## src/rtl/fppp_pkg.sv

```systemverilog
// ----------------------------------------------------------------------------
// fppp_pkg
// shared types and constants of the fixed point perspective projection unit
// ----------------------------------------------------------------------------
package fppp_pkg;

   localparam int unsigned QUOT_BITS = 31;   // quotient magnitude bits
   localparam int unsigned NUM_W     = 63;   // numerator magnitude width

   localparam logic [1:0] STATUS_SKIPPED   = 2'd0;
   localparam logic [1:0] STATUS_PROJECTED = 2'd1;
   localparam logic [1:0] STATUS_OVERFLOW  = 2'd2;

   localparam logic [2:0] REG_SCALE_X     = 3'd0;
   localparam logic [2:0] REG_SCALE_Y     = 3'd1;
   localparam logic [2:0] REG_SCALE_Z     = 3'd2;
   localparam logic [2:0] REG_HALF_WIDTH  = 3'd3;
   localparam logic [2:0] REG_HALF_HEIGHT = 3'd4;

   typedef struct packed {
      logic signed [31:0] point_x;
      logic signed [31:0] point_y;
      logic signed [31:0] point_z;
      logic               already_projected;
      logic               behind_viewer;
   } req_type;

   typedef struct packed {
      logic signed [31:0] screen_x;
      logic signed [31:0] screen_y;
      logic [1:0]         status;
   } rsp_type;

   // config values seen by the datapath
   typedef struct packed {
      logic signed [31:0] scale_x;
      logic signed [31:0] scale_y;
      logic signed [31:0] scale_z;
      logic [30:0]        half_width;
      logic [30:0]        half_height;
   } cfg_type;

   // divider state carried down the pipe
   typedef struct packed {
      logic [NUM_W-1:0]     rem_x;
      logic [NUM_W-1:0]     rem_y;
      logic [QUOT_BITS-1:0] quo_x;
      logic [QUOT_BITS-1:0] quo_y;
      logic [31:0]          dvs;
      logic                 neg_x;
      logic                 neg_y;
      logic                 skip;
      logic                 ovf;
   } div_type;

endpackage

```

## src/rtl/fppp_div_step.sv

```systemverilog
// ----------------------------------------------------------------------------
// fppp_div_step
// one restoring division step for both lanes, one quotient bit
// ----------------------------------------------------------------------------
module fppp_div_step #(
   parameter int unsigned BIT = 0
) (
   input  logic             clock,
   input  logic             reset,
   input  logic             advance,
   input  logic             in_valid,
   input  fppp_pkg::div_type in_data,
   output logic             out_valid,
   output fppp_pkg::div_type out_data
);

   logic              vld_ff;
   fppp_pkg::div_type stg_ff, stg_in;
   logic [fppp_pkg::NUM_W-1:0] sub_val;

   always_comb begin
      sub_val = {31'd0, in_data.dvs} << BIT;
      stg_in  = in_data;
      if (in_data.rem_x >= sub_val) begin
         stg_in.rem_x      = in_data.rem_x - sub_val;
         stg_in.quo_x[BIT] = 1'b1;
      end
      if (in_data.rem_y >= sub_val) begin
         stg_in.rem_y      = in_data.rem_y - sub_val;
         stg_in.quo_y[BIT] = 1'b1;
      end
   end

   always_ff @(posedge clock) begin
      if (reset) begin
         vld_ff <= 1'b0;
      end else if (advance) begin
         vld_ff <= in_valid;
      end
   end

   always_ff @(posedge clock) begin
      if (advance) begin
         stg_ff <= stg_in;
      end
   end

   assign out_valid = vld_ff;
   assign out_data  = stg_ff;

endmodule

```

## config.mk

```make
export PLATFORM = sky130hd
export DESIGN_NAME = fppp_div_step
export DESIGN_NICKNAME = d
export VERILOG_FILES = /design/src/rtl/fppp_pkg.sv /design/src/rtl/fppp_div_step.sv
export SDC_FILE = /design/constraint.sdc
export NUM_CORES = 1
export LEC_CHECK = 0
export ABC_CLOCK_PERIOD_IN_PS = 5600
export BUFFER_PORTS_ARGS = -buffer_cell sky130_fd_sc_hd__buf_2
export CAP_MARGIN = 30
export CORE_MARGIN = 4
export CORE_UTILIZATION = 45
export CTS_CLUSTER_DIAMETER = 40
export DETAILED_ROUTE_END_ITERATION = 6
export PLACE_DENSITY = 0.81
export SLEW_MARGIN = 40
export SYNTH_ARGS = -nofsm -noshare
export SYNTH_HDL_FRONTEND = slang
export SYNTH_SLANG_ARGS = --single-unit
```

## constraint.sdc

```tcl
create_clock -name clock -period 5.6 [get_ports clock]
set_input_delay 0.28 -clock clock [delete_from_list [all_inputs] [get_ports clock]]
set_output_delay 0.28 -clock clock [all_outputs]
set_load 0.01 [all_outputs]
```

; Word level (Yosys, flattened, before mapping)
; Index checks and enable logic that the tools add are counted.
; W data, S select, Z words.
[totals]
in_bits = 228
romBits = 0
elab_cells = 18
out_inout_bits = 225
ramBits = 0
mem_count = 0
latch_bits = 0
register_bits = 225
[classes]
n_addsub = 2
div_mod_pow = 0
multipliers = 0
n_shift = 0
order_cmp = 2
muxes = 2
n_reduce_logical = 0
n_eq_ne = 0
bitwise_logic = 0
[ops]
columns = cell, n
row1 = $ge A63 B32 Y1, 2
row2 = $mux W63, 2
row3 = $sub A63 B32 Y63, 2

; Longest topological paths before layout
; Gate-level depths: netlist of run 1.
[depth]
word_depth = 2
depth_mapped = 14
ltp_nobuf = 13

; Least setup slack after synthesis of run 1
; Ideal clock, no wire load.
[synth_timing]
path_kind = in2reg
start = input port in_data[98] in the netlist's numbering
end = register stg_ff, in the netlist out_data[148] (data pin)
setup_ns = 0.258
required_ns = 5.342
path_slack_ns = 2.242
path_stages = 13
arrival_ns = 3.100
n_path_buf = 0
cell_sequence = inv_1 -> ha_1 -> inv_1 -> fa_1 -> a211oi_1 -> o21ai_0 -> a21oi_1 -> o221ai_1 -> a21oi_1 -> o21ai_0 -> a211oi_1 -> nand3_1 -> xnor2_1
[synth_lines]
columns = item, line_no
row1 = start: declaration, fppp_div_step.sv:12  ; input fppp_pkg::div_type in_data,
row2 = end signal: assignment, fppp_div_step.sv:44  ; stg_ff <= stg_in;
row3 = end: declaration, fppp_div_step.sv:18  ; fppp_pkg::div_type stg_ff, stg_in;

==> summary.md, run 1 <==
| Metric | Value |
|---|---|
| Clock root buffer | clkbuf_16 |
| Netlist cell types | 70 |
| DP HPWL | 34000 um |
| Commonest non-fill, non-tap cell in the layout | buf_2 |
| PostCTS Resize Cnt | 0 |
| Post-synth EDFFs | 224 |
| CP Cell Sequence | dlygate4sd3_1 -> buf_2 -> inv_1 -> ha_1 -> nand2_1 -> o21ai_0 -> a211oi_1 -> o21ai_0 -> a31oi_1 -> o31a_2 -> a211oi_2 -> nand4_1 -> xnor2_1 |
| CTS tree | done |
| Critical path endpoint category | flop |
| Final period util | 74.1% |
| DRC | 0 |
| Outcome | finished, final reports clean |
| Pwr per Cell Area | 314 nW/um2 |
| Adder-cell share of the synthesized area | 6.81% |
| Flops & latches, synth | 225 |
| Max FO, Critical Path | 22 |
| Family with the most delay on the worst path | compound AO/OA/AOI/OAI gates |
| Commonest non-fill, non-tap cells in the layout | 451 x buf_2, 224 x edfxtp_1, 130 x nand2_1 |
| Placer congestion estimate | 0.947 |
| Crit path top cell by count | o21ai_0 |
| CTS clk-pin slew, worst paths | 50 ps |
| DR vias/cell | 5.51 |
| Initial core utilization | 45.6% |
| Buffers on Ports | 452 |
| Worst slew pin tran | 811 ps |
| CTS buffer count | 39 |
| Die height | 176 um |
| Core Box Area | 27900 um2 |
| Share of layout cells above drive strength 1 | 30.8% |
| Vias in the first global route | 11600 |
| H-tree levels | 2 |
| Post-Syn Instances | 1189 |
| End of the worst hold path | out_valid |
| Routed wire per std cell | 21.1 um |
| Register area share after synthesis | 53.1% |
| Hold depth | 3 |
| CP max stage cell | a211oi_2 |
| Fraction of synthesized area in multiplexers | 0.335% |
| Routed wire length | 45200 um |
| Final ANT Viol Nets | 0 |
| Sink Count | 225 |
| Pins Over Slew Limit | 0 |
| Largest family of logic cells by synthesized area | simple AND/OR/NAND/NOR gates |
| I/O pins | 453 |
| Final hold vios | 0 |
| Largest net degree at the start of global routing | 104 |
| Synth Area per Inst | 10.7 um2 |
| Area Growth Syn to Fin | 38.1% |
| Total GRT Usage | 27.5% |
| GRT overflow | 0 |
| Peak Freq | 241 MHz |
| Simple-gate share of the synthesized area | 15.4% |
| Tot Pwr | 0.00551 W |
| CP Data Required Time | 5860 ps |
| Flop2flop setup slack | 5020 ps |
| RSZ-0062 raised after global routing | no |
| Cells on worst reg2reg path | 2 |
| Full die area | 31000 um2 |
| YS warnings | 0 |
| Worst skew pair latency | 500 ps |
| Synth Flop Type | edfxtp_1 |
| Peak supply drop | 0.000256 V |
| Synthesized Nets | 1485 |
| Worst hold margin | 23.2 ps |
| Critical path launch point type | input pin |
| Pleak | 7.36 nW |
| Cell area after synthesis | 12700 um2 |
| Die width | 176 um |
| Rows | 61 |
| First-pass GRT wire length | 66400 um |
| Slew Limit Headroom | 45.9% |
| Vias | 11800 |
| Hold/Removal Path Class | in2reg |
| Critical Path AT | 4410 ps |
| Clk_skew | 0 ps |
| TritonRoute pass-1 iters | 6 |
| Compound-Gate Fraction of Synth Area | 13.1% |
| Finish-stage setup viols | 0 |
| Async SR Flop Fraction | 0% |
| CP Class | in2reg |
| TNS Setup | 0 ps |
| Clock buffer depth | 3 |
| Synth Area in XOR/XNOR | 8.27% |
| Largest stage delay, worst path | 690 ps |
| RR Endpoint | out_valid |
| Drt first-iter violations | 1069 |
| Buf/Inv on CP | 3 |
| Initial antenna violation count | 11 |
| Fin crit period | 4150 ps |
| Max cap viols | 0 |
| Hold_sp | in_valid |
| Nets@finish | 2034 |
| FF-to-FF Start | out_valid |
metrics by stage:
step / cell area (um2) / instances / utilization, % / setup WS, ps
after floorplan: 12700 / 1189 / - / 2240
after global placement: 15300 / 1979 / 55.0 / 1680
after detailed placement: 15300 / 1979 / 55.0 / 1590
after CTS: 17500 / 2142 / 62.9 / 1590
after global routing: 17600 / 2144 / 63.0 / 1240
final: 17600 / 2145 / 63.0 / 1450
kinds of logic after synthesis:
logic type / Yosys count
simple gates: 396
flops: 225
mux: 4
buf+inv: 99
fa+ha+maj: 68
compound gates: 277
xor+xnor: 120
power breakdown:
part | switching, W | internal (W)
registers | 0.0000561 | 0.00208
clock network | 0.000833 | 0.00145
logic | 0.000652 | 0.000446
flip-flops by register name, indices dropped and copies added (netlist names):
name       count
out_valid      1
out_data     224
worst reg2reg max path, cell delays in order, from the launching register on:
cell and delay [ps]:
dfxtp_1 300, mux2i_1 120, nor2_1 50
layer usage:
| metal | share of wire, % | vias to the layer above | track usage [%] |
|---|---|---|---|
| met2 | 47 | 598 | 45.3 |
| met1 | 39 | 5578 | 34.3 |
| met4 | 4.0 | 18 | 10.8 |
| met5 | 0.25 | - | 0 |
| li1 | - | 5520 | - |
| met3 | 9.8 | 109 | 8.09 |
final cells by class:
type	instances	area, um2
fillers	2226	10300
clock inverters	26	254
repair buffers	555	3300
diodes	2	5.00
inverters	52	195
clock buffers	42	1010
well taps	378	473
multi-input cells	865	5580
flip-flops and latches	225	6750
how the worst max path moves through the flow:
stage / slack, ps / cells past startpoint / startpoint / to
after global placement: 1680 / 11 / in_data[8] / out_data[162]
final: 1450 / 13 / in_data[6] / out_data[202]
after global routing: 1240 / 12 / in_data[8] / out_data[175]
after CTS: 1590 / 13 / in_data[5] / out_data[202]
after floorplan: 2240 / 13 / in_data[98] / out_data[148]
after detailed placement: 1590 / 12 / in_data[5] / out_data[202]
cells in the mapped netlist, drive strengths merged (3+ instances only):
library cell / instances / area (um2)
clkbuf: 41 / 154
a21o: 20 / 150
xor2: 56 / 490
edfxtp: 224 / 6730
a41oi: 3 / 26.3
inv: 52 / 195
xnor2: 64 / 561
a31o: 3 / 26.3
o221ai: 5 / 43.8
a211oi: 5 / 42.5
a21oi: 103 / 515
and3: 6 / 37.5
nand2b: 10 / 62.6
nor2b: 4 / 25.0
a31oi: 7 / 43.8
a211o: 5 / 43.8
o21bai: 14 / 105
nor3: 37 / 190
or3: 16 / 105
or4: 8 / 67.6
nor4: 27 / 184
or2: 6 / 37.5
nor2: 80 / 308
buf: 6 / 38.8
o21ai: 83 / 415
nand3: 27 / 135
nand3b: 3 / 22.5
and2: 6 / 37.5
nand2: 130 / 488
o21a: 5 / 37.5
nand4: 26 / 163
ha: 66 / 826
timing repair:
item	4_1_cts	5_1_grt
hold buffers	95	0
setup endpoints to repair	0	0
endpoints found under the hold margin	95	0
setup buffers	0	0
Power figures use the tool's default switching activity.
==> run 2, diff against run 1 <==
--- a/config.mk
+++ b/config.mk
@@ -5,14 +5,15 @@
 export SDC_FILE = /design/constraint.sdc
 export NUM_CORES = 1
 export LEC_CHECK = 0
-export ABC_CLOCK_PERIOD_IN_PS = 5600
+export ABC_AREA = 1
+export ABC_CLOCK_PERIOD_IN_PS = 3900
 export BUFFER_PORTS_ARGS = -buffer_cell sky130_fd_sc_hd__buf_2
 export CAP_MARGIN = 30
 export CORE_MARGIN = 4
 export CORE_UTILIZATION = 45
 export CTS_CLUSTER_DIAMETER = 40
 export DETAILED_ROUTE_END_ITERATION = 6
-export PLACE_DENSITY = 0.81
+export PLACE_DENSITY = 0.78
 export SLEW_MARGIN = 40
 export SYNTH_ARGS = -nofsm -noshare
 export SYNTH_HDL_FRONTEND = slang
==> constraint.sdc (replaced) <==
create_clock -name clock -period 3.9 [get_ports clock]
set_input_delay 0.195 -clock clock [delete_from_list [all_inputs] [get_ports clock]]
set_output_delay 0.195 -clock clock [all_outputs]
set_load 0.01 [all_outputs]
==> summary.md, run 2 <==
| Metric | Value |
|---|---|
| DR vias/cell | 5.16 |
| FF-to-FF Start | out_valid |
| Top cells by area, synth | edfxtp_1 41%, nand2_1 19%, inv_1 8.9% |
| Final period util | 78.9% |
| Synthesized Nets | 2533 |
| Netlist cell types | 36 |
| CTS buffer count | 36 |
| Clock buffer depth | 3 |
| Initial core utilization | 45.8% |
| CP max stage cell | dlygate4sd3_1 |
| CP Data Required Time | 4260 ps |
| Register area share after synthesis | 41.2% |
| Sink Count | 225 |
| Max reg flops | 224 |
| Synth Area per Inst | 7.31 um2 |
| CTS clk-pin slew, worst paths | 50 ps |
| Vias in the first global route | 16800 |
| Post-synth top cells | 827 x nand2_1, 386 x inv_1, 241 x nor2_1 |
| Cell area after synthesis | 16400 um2 |
| Pins Over Slew Limit | 0 |
| Async SR Flop Fraction | 0% |
| TNS Setup | 0 ps |
| Tot Pwr | 0.00823 W |
| Max FO, Critical Path | 73 |
| Initial antenna violation count | 7 |
| Peak Freq | 325 MHz |
| Crit path top cell by count | nand2_2 |
| Worst skew pair latency | 520 ps |
| Area Growth Syn to Fin | 32.6% |
| Slew Limit Headroom | 44.8% |
| Commonest non-fill, non-tap cells in the layout | 827 x nand2_1, 451 x buf_2, 386 x inv_1 |
| Die width | 199 um |
| Worst slew pin tran | 828 ps |
| Routed wire length | 65500 um |
| Flops & latches, synth | 225 |
| Critical path endpoint category | flop |
| RSZ-0062 raised after global routing | no |
| Family with the most delay on the worst path | buffers and inverters |
| Core Box Area | 35700 um2 |
| Synth Flop Type | edfxtp_1 |
| Most frequent cell after synthesis | nand2_1 |
| Finish-stage setup viols | 0 |
| H-tree levels | 2 |
| I/O pins | 453 |
| Post-synth EDFFs | 224 |
| Nets@finish | 3152 |
| Critical path startpoint | in_data[6] |
| Placer congestion estimate | 1.02 |
| Hold_sp | in_data[190] |
| Largest stage delay, worst path | 550 ps |
| GRT overflow | 0 |
| Pleak | 10.6 nW |
| Pwr per Cell Area | 379 nW/um2 |
| Outcome | finished, final reports clean |
| Die height | 199 um |
| CP Class | in2reg |
| Buffers on Ports | 452 |
| Drt first-iter violations | 1277 |
| Largest net degree at the start of global routing | 85 |
| DP HPWL | 51800 um |
| Leading area contributor after synthesis | edfxtp_1 |
| Rows | 69 |
| CTS tree | done |
| Routed wire per std cell | 19.6 um |
| Clk_skew | 0 ps |
| Fillers | 3184 |
| Commonest non-fill, non-tap cell in the layout | nand2_1 |
| Critical path launch point type | input pin |
| Worst hold margin | 12.4 ps |
| Total GRT Usage | 31.6% |
| Post-synth top area share | 41.1% |
| Final hold vios | 0 |
| YS warnings | 0 |
| DRC | 0 |
| Full die area | 39500 um2 |
| PostCTS Resize Cnt | 0 |
| Max cap viols | 0 |
| Hold/Removal Path Class | in2reg |
| Clock root buffer | clkbuf_16 |
| CP Cell Sequence | dlygate4sd3_1 -> buf_2 -> inv_1 -> ha_1 -> nand2_1 -> clkinv_1 -> nand2_1 -> nand2_2 -> nand2_2 -> nand2_2 -> nand2_2 -> nand2_2 -> nand2_1 -> nand2_2 -> nand2_2 -> nand2_4 -> inv_8 -> nand2_1 -> nand2_1 |
| First-pass GRT wire length | 95600 um |
| Peak supply drop | 0.000248 V |
| Critical Path AT | 3440 ps |
| Fin crit period | 3080 ps |
| Final ANT Viol Nets | 0 |
| Buf/Inv on CP | 5 |
| Post-Syn Instances | 2237 |
| Vias | 17300 |
| Final Util | 60.7% |
| Share of layout cells above drive strength 1 | 23.0% |
| TritonRoute pass-1 iters | 6 |
[run 2: cell count changes after synthesis, moves of 20 or more]
cell	previous run	this run
a21o_1	20	0
a21oi_1	103	54
a21oi_2	0	49
clkbuf_1	41	0
inv_1	52	386
nand2_1	130	827
nand2_2	0	24
nand3_1	27	134
nor2_1	79	241
nor4_1	26	3
o21ai_0	83	11
o21ai_2	0	41
xnor2_1	64	38
xor2_1	56	13
[run 2: timing repair]
item                      CTS  global route
buffers inserted            0             0
hold buffers              145             0
hold endpoints to repair  144             0
[run 2: worst paths after layout]
path | slack, ps | cells after the start | to
setup / recovery | 820 | 19 | out_data[121]
hold / removal | 10 | 3 | out_data[190]
setup reg to reg | 2730 | 3 | out_valid
hold reg to reg | 1070 | 3 | out_valid
[run 2: metrics by stage]
stage	area, um2	setup WS (ps)	std cells
after floorplan	16400	1910	2237
after global placement	19000	1030	3134
after detailed placement	19000	959	3134
after CTS	21700	931	3342
after global routing	21700	651	3345
final	21700	823	3346
[run 2: tightest hold or removal path: cells and delay by family]
family / cells / cell delay, ps
buffers and inverters: 1 / 100
and+or+nand+nor: 2 / 120
[run 2: logic make-up after synthesis]
family / count (synthesis) / share of synthesized area [%]
DFF: 225 / 41.2
AOI/OAI and AO/OA: 165 / 7.27
buffers and inverters: 410 / 10.3
and+or+nand+nor: 1317 / 33.1
xor gates and xnor gates: 51 / 2.73
adders and majority gates: 68 / 5.29
muxes: 1 / 0.0612
[run 2: area by class of cell]
class | instances | area (um2) | share of cell area (%)
Clock buffer | 39 | 943 | 4.35
Multi-Input combinational cell | 1602 | 7930 | 36.6
Tap cell | 461 | 577 | 2.66
Antenna cell | 4 | 10.0 | 0.0461
Clock inverter | 24 | 240 | 1.11
Inverter | 392 | 1480 | 6.84
Sequential cell | 225 | 6750 | 31.1
Timing Repair Buffer | 599 | 3760 | 17.3
[run 2: power breakdown]
group          switching [W]  internal [W]  total [W]
sequential         0.0000970       0.00297    0.00307
combinational        0.00124      0.000746    0.00198
clock                0.00121       0.00197    0.00318
[run 2: routing by layer]
layer / share of wire (%) / wire [um] / vias up / track usage [%]
li1: - / - / 8297 / -
met1: 38 / 25100 / 7976 / 37.8
met2: 48 / 31600 / 797 / 55.1
met3: 7.8 / 5100 / 206 / 5.57
met4: 5.6 / 3680 / 4 / 15.2
met5: 0.037 / 24 / - / 0
==> run 3, diff against run 2 <==
--- a/config.mk
+++ b/config.mk
@@ -5,15 +5,15 @@
 export SDC_FILE = /design/constraint.sdc
 export NUM_CORES = 1
 export LEC_CHECK = 0
-export ABC_AREA = 1
-export ABC_CLOCK_PERIOD_IN_PS = 3900
+export ABC_AREA = 0
+export ABC_CLOCK_PERIOD_IN_PS = 2550
 export BUFFER_PORTS_ARGS = -buffer_cell sky130_fd_sc_hd__buf_2
 export CAP_MARGIN = 30
 export CORE_MARGIN = 4
 export CORE_UTILIZATION = 45
 export CTS_CLUSTER_DIAMETER = 40
 export DETAILED_ROUTE_END_ITERATION = 6
-export PLACE_DENSITY = 0.78
+export PLACE_DENSITY = 0.84
 export SLEW_MARGIN = 40
 export SYNTH_ARGS = -nofsm -noshare
 export SYNTH_HDL_FRONTEND = slang
==> constraint.sdc (replaced) <==
create_clock -name clock -period 2.55 [get_ports clock]
set_input_delay 0.1275 -clock clock [delete_from_list [all_inputs] [get_ports clock]]
set_output_delay 0.1275 -clock clock [all_outputs]
set_load 0.01 [all_outputs]
==> summary.md, run 3 (synthesis gave the netlist of run 1 again) <==
| Metric | Value |
|---|---|
| Net switching power | 0.00381 W |
| Commonest non-fill, non-tap cell in the layout | buf_2 |
| Net Sw Frac | 29.0% |
| Worst slew pin tran | 545 ps |
| Core Box Area | 27900 um2 |
| CTS clk-pin slew, worst paths | 50 ps |
| Initial core utilization | 45.6% |
| DP Cell Count | 2333 |
| CTS tree | done |
| Reg power frac | 35.9% |
| Pwr per Cell Area | 596 nW/um2 |
| Clock power share | 38.3% |
| Finish-stage setup viols | 36 |
| Critical path endpoint category | flop |
| Worst skew pair latency | 500 ps |
| Largest stage delay, worst path | 600 ps |
| CP Cell Sequence | buf_6 -> or4_4 -> or4_4 -> buf_6 -> or3_4 -> o2111a_1 -> o31a_4 -> or4b_4 -> buf_4 -> nor2_4 -> xor2_1 |
| Int Pwr | 0.00932 W |
| I/O pins | 453 |
| Buffers on Ports | 452 |
| DP HPWL | 39800 um |
| Die height | 176 um |
| Largest net degree at the start of global routing | 61 |
| Pleak | 9.68 nW |
| Max cap viols | 0 |
| Clk_skew | 0 ps |
| Peak Freq | 367 MHz |
| Vias in the first global route | 14800 |
| Initial antenna violation count | 13 |
| Failing checks | setup timing |
| Nets@finish | 2481 |
| Final period util | 107% |
| First-pass GRT wire length | 82600 um |
| Final hold vios | 0 |
| Die width | 176 um |
| Fin worst setup slack | -178 ps |
| CTS buffer count | 38 |
| RSZ-0062 raised after global routing | yes |
| Critical path launch point type | input pin |
| Routed wire length | 57500 um |
| TritonRoute pass-1 iters | 5 |
| Clock buffer depth | 3 |
| CP Class | in2reg |
| Finished Layout Cells | 2595 |
| Placer congestion estimate | 0.935 |
| Commonest non-fill, non-tap cells in the layout | 445 x buf_2, 368 x buf_4, 224 x edfxtp_1 |
| Peak supply drop | 0.000637 V |
| Final ANT Viol Nets | 0 |
| Sink Count | 225 |
| DRC | 0 |
| Outcome | finished with violations |
| Gate power share | 25.9% |
| Flop2flop setup slack | 1410 ps |
| Full die area | 31000 um2 |
| CP max stage cell | or4b_4 |
| CP Data Required Time | 2810 ps |
| Pins Over Slew Limit | 0 |
| H-tree levels | 2 |
| Critical Path AT | 2990 ps |
| Max reg flops | 224 |
| Fin crit period | 2730 ps |
| Area Growth Syn to Fin | 73.1% |
| Vias | 14500 |
| Hold/Removal Path Class | in2reg |
| Routed wire per std cell | 22.1 um |
| Clock root buffer | clkbuf_16 |
| DR vias/cell | 5.57 |
| Share of layout cells above drive strength 1 | 46.3% |
| GRT overflow | 0 |
| Final Util | 79.0% |
| Max FO, Critical Path | 6 |
| Total GRT Usage | 34.2% |
| Fillers | 1743 |
| Slew Limit Headroom | 63.3% |
| Rows | 61 |
| Drt first-iter violations | 1466 |
==> run 3: cell types whose count changed in the layout (fill, tap and decap cells not counted), moves of 24 or more <==
| cell | previous run | this run |
|---|---|---|
| o21ai_0 | 11 | 68 |
| a21oi_2 | 49 | 12 |
| nand3_1 | 134 | 20 |
| nor2_1 | 241 | 72 |
| o21ai_2 | 41 | 4 |
| nand2_1 | 827 | 128 |
| a21oi_1 | 54 | 91 |
| buf_4 | 0 | 368 |
| inv_1 | 386 | 45 |
| xor2_1 | 13 | 56 |
| xnor2_1 | 38 | 62 |
==> run 3: routing by layer <==
layer | part of all wire, % | track usage (%) | vias to the layer above
met3 | 9.8 | 8.37 | 262
met1 | 35 | 39.8 | 6832
li1 | - | - | 6419
met4 | 6.5 | 17.7 | 16
met5 | 0.18 | 0 | -
met2 | 49 | 58.8 | 921
==> run 3: worst max-delay path, delay by kind of cell <==
| kind | cells | cell delay (ps) |
|---|---|---|
| AO/OA/AOI/OAI | 2 | 400 |
| XOR/XNOR | 1 | 60 |
| buffers and inverters | 3 | 400 |
| AND/OR/NAND/NOR | 5 | 2000 |
==> run 3: power groups by stage <==
stage,clock (W),combinational (W),sequential [W]
final,0.00502,0.00339,0.00471
after CTS,0.00504,0.00317,0.00469
after global placement,0,0.00284,0.00474
after detailed placement,0,0.00290,0.00475
after global routing,0.00526,0.00359,0.00473
after floorplan,0,0.00101,0.00494
==> run 3: what timing repair did <==
action,in CTS,in global routing
endpoints found under the setup margin,55,118
cloned,2,1
pin swaps,10,41
endpoints found under the hold margin,163,0
hold buffers,164,0
setup buffers,10,15
resized for setup,36,106
==> run 3: layout make-up <==
cell class	instances	area [um2]	area share, %
sequential	225	6750	30.7
inverter	52	214	0.972
timing repair buffer	1003	7010	31.8
tap	378	473	2.15
multi-input combinational	865	6310	28.7
antenna	5	12.5	0.0568
clock inverter	26	250	1.14
clock buffer	41	993	4.51
==> run 3: path summary, 6_finish.rpt <==
kind                                    from             to  cells past startpoint
worst max-delay path            in_data[202]  out_data[219]                     11
worst min-delay path             in_data[98]   out_data[98]                      3
worst max register to register     out_valid      out_valid                      3
worst min register to register     out_valid      out_valid                      3
==> run 3: through the flow <==
step / power [W] / setup slack, ps / hold WS [ps] / area, um2 / setup TNS, ps
floorplan: 0.00595 / -391 / 200 / 12900 / -16670
global placement: 0.00758 / -657 / 284 / 18200 / -53810
detailed placement: 0.00764 / -706 / 285 / 18200 / -61130
CTS: 0.0129 / -121 / 0.739 / 21400 / -962
global route: 0.0136 / -186 / 2.69 / 22000 / -5000
finish: 0.0131 / -178 / 9.30 / 22000 / -2550
